### config.mk
export PLATFORM = sky130hd
export DESIGN_NAME = csa_mul
export DESIGN_NICKNAME = d
export VERILOG_FILES = /design/src/sv/csa_pkg.sv /design/src/sv/csa_mul.sv
export SDC_FILE = /design/constraint.sdc
export NUM_CORES = 2
export LEC_CHECK = 0
export ABC_AREA = 1
export BUFFER_PORTS_ARGS = -buffer_cell sky130_fd_sc_hd__buf_4
export CAP_MARGIN = 40
export CELL_PAD_IN_SITES_DETAIL_PLACEMENT = 1
export CELL_PAD_IN_SITES_GLOBAL_PLACEMENT = 1
export CORE_ASPECT_RATIO = 2
export CORE_UTILIZATION = 45
export CTS_BUF_LIST = sky130_fd_sc_hd__clkbuf_4 sky130_fd_sc_hd__clkbuf_8 sky130_fd_sc_hd__clkbuf_16
export DETAILED_ROUTE_END_ITERATION = 10
export PLACE_DENSITY_LB_ADDON = 0.12
export SETUP_SLACK_MARGIN = 0.5
export SLEW_MARGIN = 20
export SYNTH_ARGS = -nofsm -noshare
export SYNTH_HDL_FRONTEND = slang
export SYNTH_SLANG_ARGS = --single-unit
### constraint.sdc
create_clock -name clk -period 10.1 [get_ports clk]
set_input_delay 1.01 -clock clk [delete_from_list [all_inputs] [get_ports clk]]
set_output_delay 1.01 -clock clk [all_outputs]
set_load 0.1 [all_outputs]
### src/sv/csa_pkg.sv
// ----------------------------------------------------------------------------
// csa_pkg
// Shared constants, types and saturating row adders of the contact stiffness
// accumulator.
// ----------------------------------------------------------------------------
`timescale 1ns / 1ps
`default_nettype none

package csa_pkg;

  localparam int BODY_COUNT = 1024;
  localparam int ADDR_W     = $clog2(BODY_COUNT);
  localparam int BODY_W     = 10;
  localparam int LIMIT_W    = 17;
  localparam logic [LIMIT_W-1:0] BODY_LIMIT = LIMIT_W'(BODY_COUNT);

  localparam int NRM_W   = 16;
  localparam int RAD_W   = 16;
  localparam int KS_W    = 24;
  localparam int TRANS_W = 48;
  localparam int ROT_W   = 64;

  // Shared multiplier: signed A operand, unsigned B operand.
  localparam int MUL_A_W = 26;
  localparam int MUL_B_W = 32;
  localparam int PROD_W  = MUL_A_W + MUL_B_W + 1;

  // Intermediate widths.
  localparam int SQ_W  = 31;  // n^2 in Q2.30, at most 2^30
  localparam int R2_W  = 32;  // r^2 in Q16.16
  localparam int P_W   = 54;  // ks * n^2
  localparam int FRAC  = 30;
  localparam int R0_W  = P_W + 1 - FRAC;
  localparam int RT_W  = 41;  // (R0 * r^2) >> 16
  localparam int RSH   = 16;

  localparam logic OP_ACCUM = 1'b0;
  localparam logic OP_READ  = 1'b1;

  typedef logic [2:0][TRANS_W-1:0] trans_row_t;
  typedef logic [2:0][ROT_W-1:0]   rot_row_t;
  typedef logic [2:0][KS_W-1:0]    t_row_t;
  typedef logic [2:0][RT_W-1:0]    rt_row_t;

  typedef enum logic [3:0] {
    ST_CLEAR,
    ST_IDLE,
    ST_MUL,
    ST_RD1,
    ST_WR1,
    ST_RD2,
    ST_WR2,
    ST_RDO,
    ST_OUT
  } state_t;

  // Multiplier schedule of one contact, one product per step up to the drain step.
  typedef enum logic [4:0] {
    STEP_SQ_X,
    STEP_SQ_Y,
    STEP_SQ_Z,
    STEP_R2_A,
    STEP_R2_B,
    STEP_P_X,
    STEP_P_Y,
    STEP_P_Z,
    STEP_D_X,
    STEP_D_Y,
    STEP_D_Z,
    STEP_RT_AX,
    STEP_RT_AY,
    STEP_RT_AZ,
    STEP_RT_BX,
    STEP_RT_BY,
    STEP_RT_BZ,
    STEP_DRAIN
  } step_t;

  typedef struct packed {
    state_t            state;
    step_t             step;
    logic [ADDR_W-1:0] clr_addr;
  } ctrl_t;

  function automatic trans_row_t trans_add_sat(input trans_row_t acc, input t_row_t t);
    trans_row_t           res;
    logic [TRANS_W:0]     sum;
    for (int k = 0; k < 3; k++) begin
      sum    = {1'b0, acc[k]} + (TRANS_W + 1)'(t[k]);
      res[k] = sum[TRANS_W] ? {TRANS_W{1'b1}} : sum[TRANS_W-1:0];
    end
    return res;
  endfunction

  function automatic rot_row_t rot_add_sat(input rot_row_t acc, input rt_row_t rt);
    rot_row_t         res;
    logic [ROT_W:0]   sum;
    for (int k = 0; k < 3; k++) begin
      sum    = {1'b0, acc[k]} + (ROT_W + 1)'(rt[k]);
      res[k] = sum[ROT_W] ? {ROT_W{1'b1}} : sum[ROT_W-1:0];
    end
    return res;
  endfunction

endpackage

`default_nettype wire

### src/sv/csa_mul.sv
// ----------------------------------------------------------------------------
// csa_mul
// Shared signed-by-unsigned multiplier with a registered product and tag.
// ----------------------------------------------------------------------------
`timescale 1ns / 1ps
`default_nettype none

module csa_mul import csa_pkg::*; (
  input  logic                      clk,
  input  logic                      rst_n,
  input  logic                      issue,
  input  step_t                     tag,
  input  logic signed [MUL_A_W-1:0] op_a,
  input  logic [MUL_B_W-1:0]        op_b,
  output logic                      prod_valid,
  output step_t                     prod_tag,
  output logic signed [PROD_W-1:0]  prod
);

  logic                     valid_r;
  step_t                    tag_r;
  logic signed [PROD_W-1:0] prod_r;
  logic signed [PROD_W-1:0] prod_nxt;

  assign prod_nxt = op_a * $signed({1'b0, op_b});

  always_ff @(posedge clk) begin
    if (!rst_n) begin
      valid_r <= 1'b0;
    end else begin
      valid_r <= issue;
    end
  end

  always_ff @(posedge clk) begin
    if (issue) begin
      tag_r  <= tag;
      prod_r <= prod_nxt;
    end
  end

  assign prod_valid = valid_r;
  assign prod_tag   = tag_r;
  assign prod       = prod_r;

endmodule

`default_nettype wire

==> summary.txt <==
Logic synthesis
  • Sequential area share after synthesis: 0.0615
  • Main flop type after synthesis: edfxtp_1
  • Syn Area/Cell: 7.62 µm²
  • Number of synthesized flops with an enable pin: 64
  • Post-synth net total: slightly above 5k
  • Async set-or-reset flop fraction in the synthesized netlist: 0
  • Synthesized cell area: 31600 µm²
  • Cells after Synth: a little over 4k
  • Yosys cell types: 33
  • Yosys reg bits: 65
  • Synth warnings: 0

Floorplanning
  • Die Y-Extent: 377 µm
  • Core area: 69600 µm²
  • Die Width: between 150 and 200 µm
  • Initial Util: 0.454
  • Die area: approximately 71000 µm²
  • Placement Rows: 137
  • IO Pins: 131

Critical path
  • Arrival @ worst endpoint: 7530 ps
  • Slowest cell delay on critical path: 560 ps
  • Worst setup path class: in2reg
  • WP data required: 10200 ps
  • Maximum fanout along the worst path: 32
  • CP max-delay cell: fa_1
  • Crit-path cells: buf_4 -> nand2_1 -> fa_1 -> inv_1 -> fa_1 -> inv_1 -> fa_1 -> fa_1 -> inv_1 -> fa_1 -> fa_1 -> inv_1 -> fa_1 -> inv_1 -> ha_1 -> nand2_1 -> nor2_1 -> nand2_1 -> inv_1 -> nand2_1 -> nand2_1 -> inv_1 -> nand2_1 -> xor2_1
  • Startpoint Class: input pin
  • Crit end category: flop

GRT
  • GRT busiest layer: met2
  • Largest net degree at the start of global routing: 58
  • First-pass GRT wire length: 162000 µm
  • Met2 Usage GRT: 0.590
  • GRT Total Usage: 0.303
  • Initial antenna violation count: 1
  • Met3 usage: 0.0167
  • Gr ovfl total: 0
  • Vias in the first global route: 29.1k
  • M1 GR Usage: 0.330

Placed design
  • Routability cong.: 0.930
  • Place WS: about 2300 ps
  • DPL Wire Length: 86200 µm
  • Placed Instance Area: 33100 µm²
  • Port bufs: 130
  • Dpl cells: 5007

CTS
  • Num CTS Buffers: 9
  • H-tree lvl count: 3
  • Post_cts resized: 0
  • Cts hold-fix bufs: 0
  • Clock transition at path regs: around 60 ps
  • CTS root buf: clkbuf_16
  • CTS tree: built
  • Post-CTS setup buffer count: 0
  • # clock sinks: 65
  • Bufs on Longest Clock Path: 2

Layout
  • Final non-filler cell total: ~5.0k
  • Most frequent cells in the layout: inv_1, nand2_1, fa_1, ha_1, buf_4
  • Diode count: 0
  • NumNets Final: 5132
  • Ratio of cells with drive above 1 in the final layout: 0.0517
  • Area grow syn2layout: 5.79%
  • Most common cell after layout, fill and taps aside: inv_1
  • Finished layout cell area: 33400 µm²

Worst hold path
  • Hold EP: prod_tag[4]
  • Hold Crit Class: in2reg
  • Hold path startpoint: tag[4]
  • WHS Path Cells: 1

STA
  • Max Clock Freq: 135 MHz
  • Tmin final: 7430 ps
  • Setup Viol. Count Final: 0
  • Setup slack after layout: approximately 2700 ps
  • RSZ-0062 raised after global routing: false
  • Setup TNS: 0 ps
  • Final Hold Viols: 0
  • Fin. max-slew vios: 0
  • Fin crit share: 0.736
  • Slew headroom: 0.630
  • Worst-Margin Slew: 555 ps

Detailed routing
  • Initial DRC count: 987
  • Drt first pass iters: 7
  • DRT antenna net count: 0
  • Wire per inst: around 20 µm
  • Detailed-route via count: 25.2k
  • Total Wirelength: 102000 µm
  • DRC: 0
  • Via density: 5.02

Outcome
  • Status: complete, no violations

Flow run
  • Max-cap violations: 0
[kinds of logic (layout without fill, tap and decap cells)]
kind of cell | count (synthesis) | after routing | share of synthesized area
and+or+nand+nor | 1485 | 1485 | 0.188
xor gates and xnor gates | 33 | 33 | 0.00915
AOI/OAI and AO/OA | 46 | 46 | 0.00800
buffers and inverters | 1567 | 1542 | 0.186
adders and majority gates | 950 | 950 | 0.547
DFF | 65 | 65 | 0.0615
[critical path, delay by kind of cell]
family	cells	cell delay (ps)
adder cells (fa/ha/maj)	8	4050
AND/OR/NAND/NOR	7	1110
buffers and inverters	8	890
XOR/XNOR	1	440
[Yosys cell counts, types with 2 or more instances]
cell type	number	share of area
fa_1	718	0.46
nand3_2	8	0.0025
nor2_1	90	0.011
o21ai_0	2	0.00032
and3_1	2	0.00040
nand2_2	14	0.0028
edfxtp_1	64	0.061
a21oi_1	34	0.0054
nor2_4	5	0.0018
nand4_1	17	0.0034
xor2_1	29	0.0080
or2_2	14	0.0028
and2_1	8	0.0016
nand3_1	54	0.0086
o21bai_1	4	0.00095
nor2_2	16	0.0032
ha_1	232	0.092
inv_2	5	0.00059
xnor2_1	4	0.0011
clkbuf_1	173	0.021
o21a_1	3	0.00071
nor3_1	3	0.00048
inv_1	1387	0.16
nand2_1	1249	0.15
nor3_2	3	0.00095
[through the flow]
stage | util | hold slack [ps]
2_1_floorplan | - | 1100
3_3_place_gp | 0.475 | 1190
3_5_place_dp | 0.475 | 1190
4_1_cts | 0.480 | 811
5_1_grt | 0.480 | 815
6_report | 0.480 | 823
[layout make-up]
class,count,area [µm²]
Clock buffer,9,225
Clock inverter,7,101
Fill cell,8779,36200
Inverter,1393,5230
Multi-Input combinational cell,2514,23800
Sequential cell,65,1940
Tap cell,903,1130
Timing Repair Buffer,133,1030
[worst max-delay path by stage]
| stage | slack [ps] | start | cells after the start | end |
|---|---|---|---|---|
| 2_1_floorplan | 3400 | op_b[16] | 25 | prod[41] |
| 3_3_place_gp | 2160 | op_a[25] | 23 | prod[33] |
| 3_5_place_dp | 2260 | op_a[25] | 23 | prod[33] |
| 4_1_cts | 2550 | op_a[25] | 23 | prod[33] |
| 5_1_grt | 2410 | op_a[2] | 24 | prod[33] |
| 6_report | 2670 | op_a[2] | 24 | prod[33] |
[metal layers]
layer  part of all wire  wire (µm)
met3              0.025       2500
met1               0.36      36600
met2               0.56      57100
met4              0.054       5490
met5            0.00013         13
[state kept, by name, indices dropped and copies added (netlist names)]
signal / flops
prod: 59
prod_tag: 5
prod_valid: 1
Power is not shown: default switching activity piles up to over one toggle a cycle in this logic, so the estimate is an artifact.
