==> src/sv/csa_pkg.sv <==
// ----------------------------------------------------------------------------
// csa_pkg
// Shared constants, types and saturating row adders of the contact stiffness
// accumulator.
// ----------------------------------------------------------------------------
`timescale 1ns / 1ps
`default_nettype none

package csa_pkg;

  localparam int BODY_COUNT = 1024;
  localparam int ADDR_W     = $clog2(BODY_COUNT);
  localparam int BODY_W     = 10;
  localparam int LIMIT_W    = 17;
  localparam logic [LIMIT_W-1:0] BODY_LIMIT = LIMIT_W'(BODY_COUNT);

  localparam int NRM_W   = 16;
  localparam int RAD_W   = 16;
  localparam int KS_W    = 24;
  localparam int TRANS_W = 48;
  localparam int ROT_W   = 64;

  // Shared multiplier: signed A operand, unsigned B operand.
  localparam int MUL_A_W = 26;
  localparam int MUL_B_W = 32;
  localparam int PROD_W  = MUL_A_W + MUL_B_W + 1;

  // Intermediate widths.
  localparam int SQ_W  = 31;  // n^2 in Q2.30, at most 2^30
  localparam int R2_W  = 32;  // r^2 in Q16.16
  localparam int P_W   = 54;  // ks * n^2
  localparam int FRAC  = 30;
  localparam int R0_W  = P_W + 1 - FRAC;
  localparam int RT_W  = 41;  // (R0 * r^2) >> 16
  localparam int RSH   = 16;

  localparam logic OP_ACCUM = 1'b0;
  localparam logic OP_READ  = 1'b1;

  typedef logic [2:0][TRANS_W-1:0] trans_row_t;
  typedef logic [2:0][ROT_W-1:0]   rot_row_t;
  typedef logic [2:0][KS_W-1:0]    t_row_t;
  typedef logic [2:0][RT_W-1:0]    rt_row_t;

  typedef enum logic [3:0] {
    ST_CLEAR,
    ST_IDLE,
    ST_MUL,
    ST_RD1,
    ST_WR1,
    ST_RD2,
    ST_WR2,
    ST_RDO,
    ST_OUT
  } state_t;

  // Multiplier schedule of one contact, one product per step up to the drain step.
  typedef enum logic [4:0] {
    STEP_SQ_X,
    STEP_SQ_Y,
    STEP_SQ_Z,
    STEP_R2_A,
    STEP_R2_B,
    STEP_P_X,
    STEP_P_Y,
    STEP_P_Z,
    STEP_D_X,
    STEP_D_Y,
    STEP_D_Z,
    STEP_RT_AX,
    STEP_RT_AY,
    STEP_RT_AZ,
    STEP_RT_BX,
    STEP_RT_BY,
    STEP_RT_BZ,
    STEP_DRAIN
  } step_t;

  typedef struct packed {
    state_t            state;
    step_t             step;
    logic [ADDR_W-1:0] clr_addr;
  } ctrl_t;

  function automatic trans_row_t trans_add_sat(input trans_row_t acc, input t_row_t t);
    trans_row_t           res;
    logic [TRANS_W:0]     sum;
    for (int k = 0; k < 3; k++) begin
      sum    = {1'b0, acc[k]} + (TRANS_W + 1)'(t[k]);
      res[k] = sum[TRANS_W] ? {TRANS_W{1'b1}} : sum[TRANS_W-1:0];
    end
    return res;
  endfunction

  function automatic rot_row_t rot_add_sat(input rot_row_t acc, input rt_row_t rt);
    rot_row_t         res;
    logic [ROT_W:0]   sum;
    for (int k = 0; k < 3; k++) begin
      sum    = {1'b0, acc[k]} + (ROT_W + 1)'(rt[k]);
      res[k] = sum[ROT_W] ? {ROT_W{1'b1}} : sum[ROT_W-1:0];
    end
    return res;
  endfunction

endpackage

`default_nettype wire

==> src/sv/csa_seq.sv <==
// ----------------------------------------------------------------------------
// csa_seq
// Sequencer: table clearing pass, multiplier schedule and table update steps.
// ----------------------------------------------------------------------------
`timescale 1ns / 1ps
`default_nettype none

module csa_seq import csa_pkg::*; (
  input  logic  clk,
  input  logic  rst_n,
  input  logic  start,
  input  logic  operation,
  input  logic  contact_active,
  output logic  busy,
  output ctrl_t ctrl
);

  state_t            state_r, state_nxt;
  step_t             step_r, step_nxt;
  logic [ADDR_W-1:0] clr_r, clr_nxt;

  always_ff @(posedge clk) begin
    if (!rst_n) begin
      state_r <= ST_CLEAR;
      step_r  <= STEP_SQ_X;
      clr_r   <= '0;
    end else begin
      state_r <= state_nxt;
      step_r  <= step_nxt;
      clr_r   <= clr_nxt;
    end
  end

  always_comb begin
    state_nxt = state_r;
    step_nxt  = step_r;
    clr_nxt   = clr_r;
    unique case (state_r)
      ST_CLEAR: begin
        clr_nxt = clr_r + 1'b1;
        if (clr_r == ADDR_W'(BODY_COUNT - 1)) begin
          state_nxt = ST_IDLE;
        end
      end
      ST_IDLE: begin
        if (start) begin
          if (operation == OP_READ) begin
            state_nxt = ST_RDO;
          end else if (contact_active) begin
            state_nxt = ST_MUL;
            step_nxt  = STEP_SQ_X;
          end
        end
      end
      ST_MUL: begin
        if (step_r == STEP_DRAIN) begin
          state_nxt = ST_RD1;
        end else begin
          step_nxt = step_t'(step_r + 1'b1);
        end
      end
      ST_RD1:  state_nxt = ST_WR1;
      ST_WR1:  state_nxt = ST_RD2;
      ST_RD2:  state_nxt = ST_WR2;
      ST_WR2:  state_nxt = ST_IDLE;
      ST_RDO:  state_nxt = ST_OUT;
      ST_OUT:  state_nxt = ST_IDLE;
      default: state_nxt = ST_IDLE;
    endcase
  end

  assign busy = (state_r != ST_IDLE);
  assign ctrl = '{state: state_r, step: step_r, clr_addr: clr_r};

endmodule

`default_nettype wire

==> config.mk <==
export PLATFORM = sky130hd
export DESIGN_NAME = csa_seq
export DESIGN_NICKNAME = d
export VERILOG_FILES = /design/src/sv/csa_pkg.sv /design/src/sv/csa_seq.sv
export SDC_FILE = /design/constraint.sdc
export NUM_CORES = 1
export LEC_CHECK = 0
export ABC_AREA = 1
export BUFFER_PORTS_ARGS = -buffer_cell sky130_fd_sc_hd__buf_2
export CAP_MARGIN = 0
export CORE_MARGIN = 2
export CORE_UTILIZATION = 56
export DETAILED_ROUTE_END_ITERATION = 7
export PLACE_DENSITY = 0.82
export SETUP_SLACK_MARGIN = 0.2
export SLEW_MARGIN = 10
export SYNTH_ARGS = -nofsm -noshare
export SYNTH_HDL_FRONTEND = slang
export SYNTH_SLANG_ARGS = --single-unit
==> constraint.sdc <==
create_clock -name clk -period 3.37 [get_ports clk]
set_clock_uncertainty 0.05 [all_clocks]
set_input_delay 0.1685 -clock clk [delete_from_list [all_inputs] [get_ports clk]]
set_output_delay 0.1685 -clock clk [all_outputs]
set_load 0.02 [all_outputs]
==> metrics.txt, run 1 <==
status complete, no violations; Final Max Slew Viols 0; Worst setup SP type flip-flop; initial antenna violation count 0; Crit path arrival time 1.65 ns; CTS tree built; Setup crit start step_r[1]; pre-CTS WS 1.900 ns; Tmin final 1.470 ns; final setup fails 0; YS warnings 0; Post-Synthesis Net Count 173; Layout Nets 201; share of layout cells above drive strength 1 22.92%; Final Hold Viols 0; Synth Area per Inst 6.658 µm²; CP Class flip-flop to flip-flop; Syn Inst Count 165; area of the multi-input gates 623.1 µm²; Fin Setup TNS 0 ns; Mapped Area 1099 µm²; worst r2r src step_r[1]; endpoint type of the worst setup path flip-flop; max cap viols 0; post-detail-place hpwl 1847 µm; Non-Filler Instances 219; Pwr Total a little over 900 µW; number of synthesized flops with an enable pin 0; ant diodes 0; final antenna-violating net count 0; Clock Sinks 19; vias 1081; Die X 48.29 µm; gr usage total 21.84%; Initial Util 57.76%; CTS clk-pin slew, worst paths about 0.10 ns; clock tree buffer depth 2; Worst Hold Class input port to flip-flop; Post-CTS Resized 0; post-synth cell types 24; flops & latches, synth 19; Synth area leader dfxtp_1; hold_sp rst_n; vias in the first global route between 800 and 900; die area 2332 µm²; leakage between 0.6 and 0.7 nW; DRT iter0 DRCs 16; clk root buf clkbuf_4; WP data required 3.55 ns; cts hold-fix bufs 0; max_slew headroom around 81%; drt drc 0; first-pass GRT wire length 3470 µm; P&R area growth vs syn 15.95%; drt first pass iters 4; VDD IR max 480.1 µV; Min Hold Slack 0.1561 ns; # fillers 173; clock buffer count from CTS 3; Post-CTS Setup Inserts 0; clock latency on the worst-skew pair 0.29 ns; Synth area leaders dfxtp_1 35%, nand2_1 11%, nor2_1 9.6%; # IOs 25; Slew @ Worst Pin 0.2911 ns; Rows 16; worst-path maximum fanout 6; placed cells 215; achievable clock frequency 680.4 MHz; Synth async-reset ratio 0%; register area 380.4 µm²; port bufs 24; post-synthesis sequential area ratio 34.62%; pwr/cell area slightly above 700 nW/µm²; Vias per Instance 4.936; Top FF cell, synth dfxtp_1; unrepaired setup endpoints after global routing no; core area 1902 µm²; global placer's final weighted congestion around 0.86; final wirelength 2262 µm; worst setup margin 1.900 ns; top cell type's share of synthesized area 34.62%; maximum number of pins on one net before global-route repair 13; total gr overflow 0; Routed WL per cell 10.33 µm; Tcrit/Tclk final 43.61%; Die H 48.29 µm; H-tree levels 1
## area by class of cell
type / count / share of cell area, %
clock buffer: 4 / 2.063
inverter: 24 / 7.073
multi-input combinational: 121 / 48.92
sequential: 19 / 29.86
tap: 27 / 2.652
timing repair buffer: 24 / 9.430
## state kept, by name, indices dropped and copies added (netlist names)
| name | count |
|---|---|
| state_r | 4 |
| clr_r | 10 |
| step_r | 5 |
## cell usage after synthesis (all sizes together) (2+ instances only)
| cell | count |
|---|---|
| nor3 | 6 |
| nor2 | 35 |
| xor2 | 2 |
| inv | 23 |
| nand3 | 18 |
| ha | 3 |
| o21ai | 6 |
| dfxtp | 19 |
| nand4 | 2 |
| or2 | 2 |
| a21oi | 8 |
| nand2 | 36 |
## where the power goes
| part | switching (mW) | internal (mW) | leakage (nW) |
|---|---|---|---|
| Sequential | 0.0586 | 0.267 | 0.154 |
| Clock | 0.0643 | 0.0460 | 0.0150 |
| Combinational | 0.310 | 0.161 | 0.449 |
## critical path: stages, from the launching register on
cell and delay (ns):
dfxtp_1 0.43, inv_1 0.06, ha_1 0.18, nand2_1 0.06
inv_1 0.03, nand2_1 0.06, nor2_1 0.05, nor2_2 0.19
nand2_4 0.09, nand2_1 0.06, nand2_1 0.04, nor2_1 0.10
## metal layers
metal | global-route usage [%] | share of wire [%]
met4 | 15.68 | 3.3
met3 | 2.593 | 3.8
met1 | 24.83 | 42
met5 | 0 | 0
met2 | 37.37 | 51
## logic make-up (layout without fill, tap and decap cells)
logic type               Yosys count  in the layout  synth area share, %
AO/OA/AOI/OAI                     15             15                7.175
XOR/XNOR                           2              2                1.595
adder cells (fa/ha/maj)            3              3                3.417
buffers and inverters             25             52                8.655
flip-flops                        19             19                34.62
AND/OR/NAND/NOR                  101            101                44.53
## cells in the final DEF, fill, tap and decap left out
cell type and instances:
clkinv_1 1, nor3_1 5, clkbuf_4 3, o21ai_0 5, nand2_2 2, ha_1 3, inv_1 19, buf_2 24
nor2_1 28, inv_2 4, xor2_1 2, or2_0 2, nand2_4 2, nand3_1 18, nor4_1 1, a31o_2 1
nor2_4 3, nand3b_1 1, clkbuf_1 1, nor3_4 1, a21oi_1 8, o21ai_1 1, nand2_1 32, nor2_2 4
nand4_1 2, dfxtp_1 19
## path summary, 6_finish.rpt
| path | end | slack, ns | depth (start not counted) |
|---|---|---|---|
| worst min register to register | clr_r[5] | 0.45 | 1 |
| worst max register to register | step_r[4] | 1.90 | 11 |
| worst max-delay path | step_r[4] | 1.90 | 11 |
| worst min-delay path | clr_r[2] | 0.16 | 3 |
## through the flow
step           cell area, µm²  utilization, %
2_1_floorplan            1099               -
3_3_place_gp             1247           65.59
3_5_place_dp             1247           65.59
4_1_cts                  1274           66.97
5_1_grt                  1274           66.97
6_report                 1274           66.97
(Power assumes the default switching activity.)
==> run 2: changes to the inputs <==
ABC_AREA = 0   (was 1)
CORE_UTILIZATION = 46   (was 56)
PLACE_DENSITY = 0.74   (was 0.82)
clock period = 1.3 ns   (was 3.37 ns; I/O delays follow)
==> run 2 against run 1 <==
Against the previous run: the run now ends with negative setup slack left; utilization is 11 points higher; sequential power is 94% higher; setup slack worse by 2.3 ns; area after synthesis is 12% lower; maximum frequency is 13% lower; final cell count is 14% lower; critical path type unchanged; largest cell class unchanged.
==> metrics.txt, run 2 <==
core area 1982 µm²; Synth async-reset ratio 0%; Largest Register clr_r; Tcrit/Tclk final 130.2%; Rows 16; final antenna-violating net count 0; worst-path maximum fanout 6; Die X about 50 µm; CTS tree built; clock latency on the worst-skew pair 0.30 ns; vias in the first global route 997; maximum number of pins on one net before global-route repair 14; CTS clk-pin slew, worst paths 0.11 ns; Worst Hold Class input port to flip-flop; top cell type's share of synthesized area 39.33%; Top FF cell, synth dfxtp_1; H-tree levels 1; failing checks negative setup slack; port bufs 24; Routed WL per cell 14.88 µm; global routing usage on met3 3.939%; endpoint type of the worst setup path flip-flop; Synth area leaders dfxtp_1 39%, mux2i_1 5.2%, nand2_1 4.7%; placed cells 179; CP Class flip-flop to flip-flop; drt first pass iters 4; Mapped Area 967.2 µm²; post-detail-place hpwl 1726 µm; drt drc 0; grt met1 use 28.52%; vias 1082; Non-Filler Instances 188; biggest regs clr_r: 10 flops, step_r: 5 flops, state_r: 4 flops; Crit path arrival time about 1.9 ns; max_slew headroom 73.89%; Syn Inst Count 109; flop2flop setup slack -0.39 ns; Clock Sinks 19; # fillers around 130; post-synth cell types 35; pwr/cell area 887.0 nW/µm²; commonest non-fill, non-tap cell in the layout buf_4; achievable clock frequency 590.8 MHz; Fin Setup TNS -4.672 ns; P&R area growth vs syn 59.25%; Hold Path End step_r[2]; YS warnings 0; Worst setup SP type flip-flop; worst r2r dst clr_r[6]; clock buffer count from CTS 3; Post-synth top cells 19 x dfxtp_1, 12 x nand2_1, 8 x inv_1; pre-CTS WS -0.3861 ns; initial antenna violation count 0; clk root buf clkbuf_4; max reg flops 10; Hold Path Cell Cnt 2; die area 2486 µm²; number of synthesized flops with an enable pin 0; hold_sp rst_n; Synth Area per Inst approximately 8.9 µm²; most frequent cell after synthesis dfxtp_1; global placer's final weighted congestion 0.8393; # IOs 25; worst r2r src state_r[1]; Final Max Slew Viols 0; leakage 0.6072 nW; total gr overflow 0; status finished, violations left; Worst Reg-to-Reg Cells 3; met2 Use GR 43.56%; Final Hold Viols 0; VDD IR max 741.9 µV; clock tree buffer depth 2; flops & latches, synth 19; final wirelength 2797 µm; first-pass GRT wire length 4643 µm; unrepaired setup endpoints after global routing yes; Vias per Instance 5.755; ant diodes 0; WP data required 1.48 ns; DRT iter0 DRCs 24; gr usage total between 20% and 30%; Synth area leader dfxtp_1; post-synthesis sequential area ratio 39.33%; max cap viols 0; Layout Nets 170; Die H roughly 50 µm; worst setup margin -0.3926 ns; Initial Util 48.80%; Post-Synthesis Net Count 117; commonest non-fill, non-tap cells in the layout 28 x buf_4, 16 x buf_2, 12 x nand2_1; GRT Max-Usage Layer met2; Tmin final 1.693 ns; Slew @ Worst Pin between 0.3 and 0.4 ns; share of layout cells above drive strength 1 48.45%; final setup fails 19
[run 2: metrics by stage]
step / cell area (µm²) / utilization [%] / power (mW) / hold WS (ns)
3_5_place_dp: 1333 / 67.23 / 1.003 / 0.3774
5_1_grt: 1540 / 77.71 / 1.449 / 0.05527
2_1_floorplan: 1036 / - / 0.8673 / 0.1707
6_report: 1540 / 77.71 / 1.366 / 0.05804
3_3_place_gp: 1333 / 67.23 / 0.9935 / 0.3746
4_1_cts: 1474 / 74.37 / 1.347 / 0.04214
[run 2: area by class of cell]
cell class,count,area [µm²],share of cell area (%)
multi-input combinational,79,676.9,43.95
sequential,19,404.1,26.24
inverter,8,30.03,1.950
clock buffer,4,26.28,1.706
tap,27,33.78,2.193
timing repair buffer,51,369.1,23.96
[run 2: worst max-delay path by stage]
stage | slack [ns] | to | depth (start not counted) | startpoint
after floorplan | -0.41 | clr_r[6] | 4 | state_r[3]
after global placement | -0.34 | clr_r[5] | 3 | state_r[3]
after detailed placement | -0.39 | step_r[1] | 3 | state_r[3]
after CTS | -0.37 | clr_r[3] | 3 | state_r[1]
after global routing | -0.41 | busy | 5 | state_r[1]
final | -0.39 | clr_r[6] | 3 | state_r[1]
[run 2: metal layers]
| layer | vias up | wire length [µm] |
|---|---|---|
| li1 | 518 | - |
| met1 | 519 | 1165 |
| met2 | 35 | 1473 |
| met5 | - | 0 |
| met4 | 0 | 55 |
| met3 | 10 | 102 |
[run 2: critical path, stage by stage (launching register included)]
cell and delay, ns:
dfxtp_4 0.37, or4_4 0.57, or4_1 0.49, a21oi_1 0.15
[run 2: where the power goes]
part           switching, mW  internal [mW]  leakage [nW]
Combinational          0.229          0.203         0.432
Clock                  0.185          0.119        0.0150
Sequential            0.0232          0.608         0.160
Total                  0.436          0.930         0.607
[run 2: repair_timing]
item	in CTS	in global routing
endpoints found under the setup margin	20	28
buffers inserted	3	1
pin swaps	11	1
cloned	1	0
gates resized for setup	16	19
hold buffers	0	0
[run 2: logic make-up after synthesis]
family,after synthesis,share of synthesized area (%)
muxes,5,5.175
buffers and inverters,12,5.563
xor gates and xnor gates,1,0.9057
AOI/OAI and AO/OA,26,19.41
DFF,19,39.33
and+or+nand+nor,43,25.75
adders and majority gates,3,3.881
==> run 3: changes to the inputs <==
GPL_TIMING_DRIVEN = 0   (was default)
==> run 3 against run 2 <==
Against the previous run: the flow still finishes with violations (negative setup slack); maximum frequency down 3.8%; flip-flop and latch count unchanged; combinational power down 22%; global-route usage down 1.6 points; hold slack better by 0.0082 ns; first-iteration DRC count down 54%; utilization down 4.5 points; cell area down 5.8%; register-to-register slack worse by 0.07 ns; clock power up 6%; setup slack worse by 0.068 ns.
==> metrics.txt, run 3 (synthesized netlist as in run 2, its figures left out) <==
biggest regs clr_r: 10 flops, step_r: 5 flops, state_r: 4 flops; area of the multi-input gates 670.6 µm²; ant diodes 0; Vias per Instance 5.672; Setup crit start state_r[3]; die area 2486 µm²; core area 1982 µm²; clock buffer count from CTS 3; failing checks negative setup slack; drt drc 0; Clock power frac 24.4%; max_slew headroom ~64%; Comb pwr share 25.6%; Finished Cell Area 1450 µm²; vias in the first global route 949; CTS clk-pin slew, worst paths 0.12 ns; clock tree buffer depth 2; global placer's final weighted congestion 0.7800; P&R area growth vs syn 49.94%; leakage 0.5454 nW; worst-path maximum fanout 7; Clock Sinks 19; vias approximately 1000; Rows 16; VDD IR max 591.8 µV; drt first pass iters 3; Min Hold Slack 0.06625 ns; placed cells 160; Worst setup SP type flip-flop; pre-CTS WS -0.5225 ns; status finished, violations left; Largest Register clr_r; final setup fails 20; Layout Nets 159; Non-Filler Instances 177; commonest non-fill, non-tap cell in the layout buf_2; worst setup margin -0.4604 ns; worst r2r src state_r[3]; clk root buf clkbuf_4; WP data required 1.50 ns; gr usage total 22.54%; slowest stage delay, CP 0.53 ns; hold_sp rst_n; CTS tree built; unrepaired setup endpoints after global routing yes; clock latency on the worst-skew pair 0.31 ns; Die X 49.86 µm; Final Hold Viols 0; Tcrit/Tclk final 135.4%; initial antenna violation count 0; Initial Util 48.80%; Die H 49.86 µm; Final Max Slew Viols 0; Post-DP Area 1190 µm²; first-pass GRT wire length around 4300 µm; Worst Hold Class input port to flip-flop; pwr/cell area 909.6 nW/µm²; slowest stage cell, crit path or4_4; total gr overflow 0; Crit path arrival time 1.96 ns; # fillers 150; Slew @ Worst Pin between 0.5 and 0.6 ns; maximum number of pins on one net before global-route repair 12; port bufs 24; part of the power in registers around 50%; share of layout cells above drive strength 1 a little under half; final antenna-violating net count 0; DRT iter0 DRCs 11; final wirelength 2599 µm; switching power ~450 µW; register area 401.6 µm²; # IOs 25; Routed WL per cell 14.68 µm; commonest non-fill, non-tap cells in the layout 21 x buf_2, 11 x nand2_1, 9 x buf_6; Tmin final 1.760 ns; endpoint type of the worst setup path flip-flop; Cell Int Power 871.6 µW; critical-path cell list or4_4, buf_6, or4_1, a21oi_1; max cap viols 0; Switching Share 33.92%; max reg flops 10; achievable clock frequency 568.1 MHz; H-tree levels 1; CP Class flip-flop to flip-flop; post-detail-place hpwl 1667 µm
run 3: worst max-delay path: cells and delay by family, from the launching register on:
kind / cells / cell delay [ns]
DFF: 1 / 0.37
and+or+nand+nor: 2 / 1.00
buffers and inverters: 1 / 0.15
AOI/OAI and AO/OA: 1 / 0.14
run 3: timing repair:
item	CTS	global route
hold endpoints to repair	2	0
hold buffers	1	0
setup buffers	10	2
pin swaps	3	5
setup endpoints to repair	20	29
resized for setup	16	18
run 3: power by group through the flow:
| stage | Sequential (mW) | Combinational (mW) | Clock [mW] |
|---|---|---|---|
| 6_report | 0.659 | 0.338 | 0.322 |
| 5_1_grt | 0.665 | 0.363 | 0.339 |
| 4_1_cts | 0.655 | 0.328 | 0.317 |
| 2_1_floorplan | 0.699 | 0.169 | 0 |
| 3_3_place_gp | 0.663 | 0.274 | 0 |
| 3_5_place_dp | 0.667 | 0.283 | 0 |
run 3: stage by stage:
step	utilization, %	TNS, ns	total power [mW]
final	73.17	-6.397	1.319
after global routing	73.17	-7.652	1.368
after CTS	70.27	-6.354	1.300
after detailed placement	60.04	-6.597	0.9493
after global placement	60.04	-6.077	0.9378
after floorplan	-	-5.352	0.8673
run 3: layout make-up:
type                            count  area share [%]
Multi-Input combinational cell     78           46.25
Sequential cell                    19           27.70
Timing Repair Buffer               37           17.52
Tap cell                           27           2.330
Inverter                            8           2.243
Buffer                              4           2.071
Clock buffer                        3           1.553
Clock inverter                      1          0.3451
run 3: path summary, 6_finish.rpt:
path                                  end  slack [ns]  cells past startpoint
worst max-delay path             clr_r[3]       -0.46                      4
worst min-delay path            step_r[1]        0.07                      4
worst max register to register   clr_r[3]       -0.46                      4
worst min register to register   clr_r[8]        0.45                      2
run 3: routing by layer:
metal | global-route usage [%] | up-vias | wire length (µm)
li1 | - | 496 | -
met1 | 26.53 | 487 | 1154
met2 | 40.89 | 19 | 1370
met3 | 3.030 | 2 | 58
met4 | 8.796 | 0 | 14
met5 | 0 | - | 0
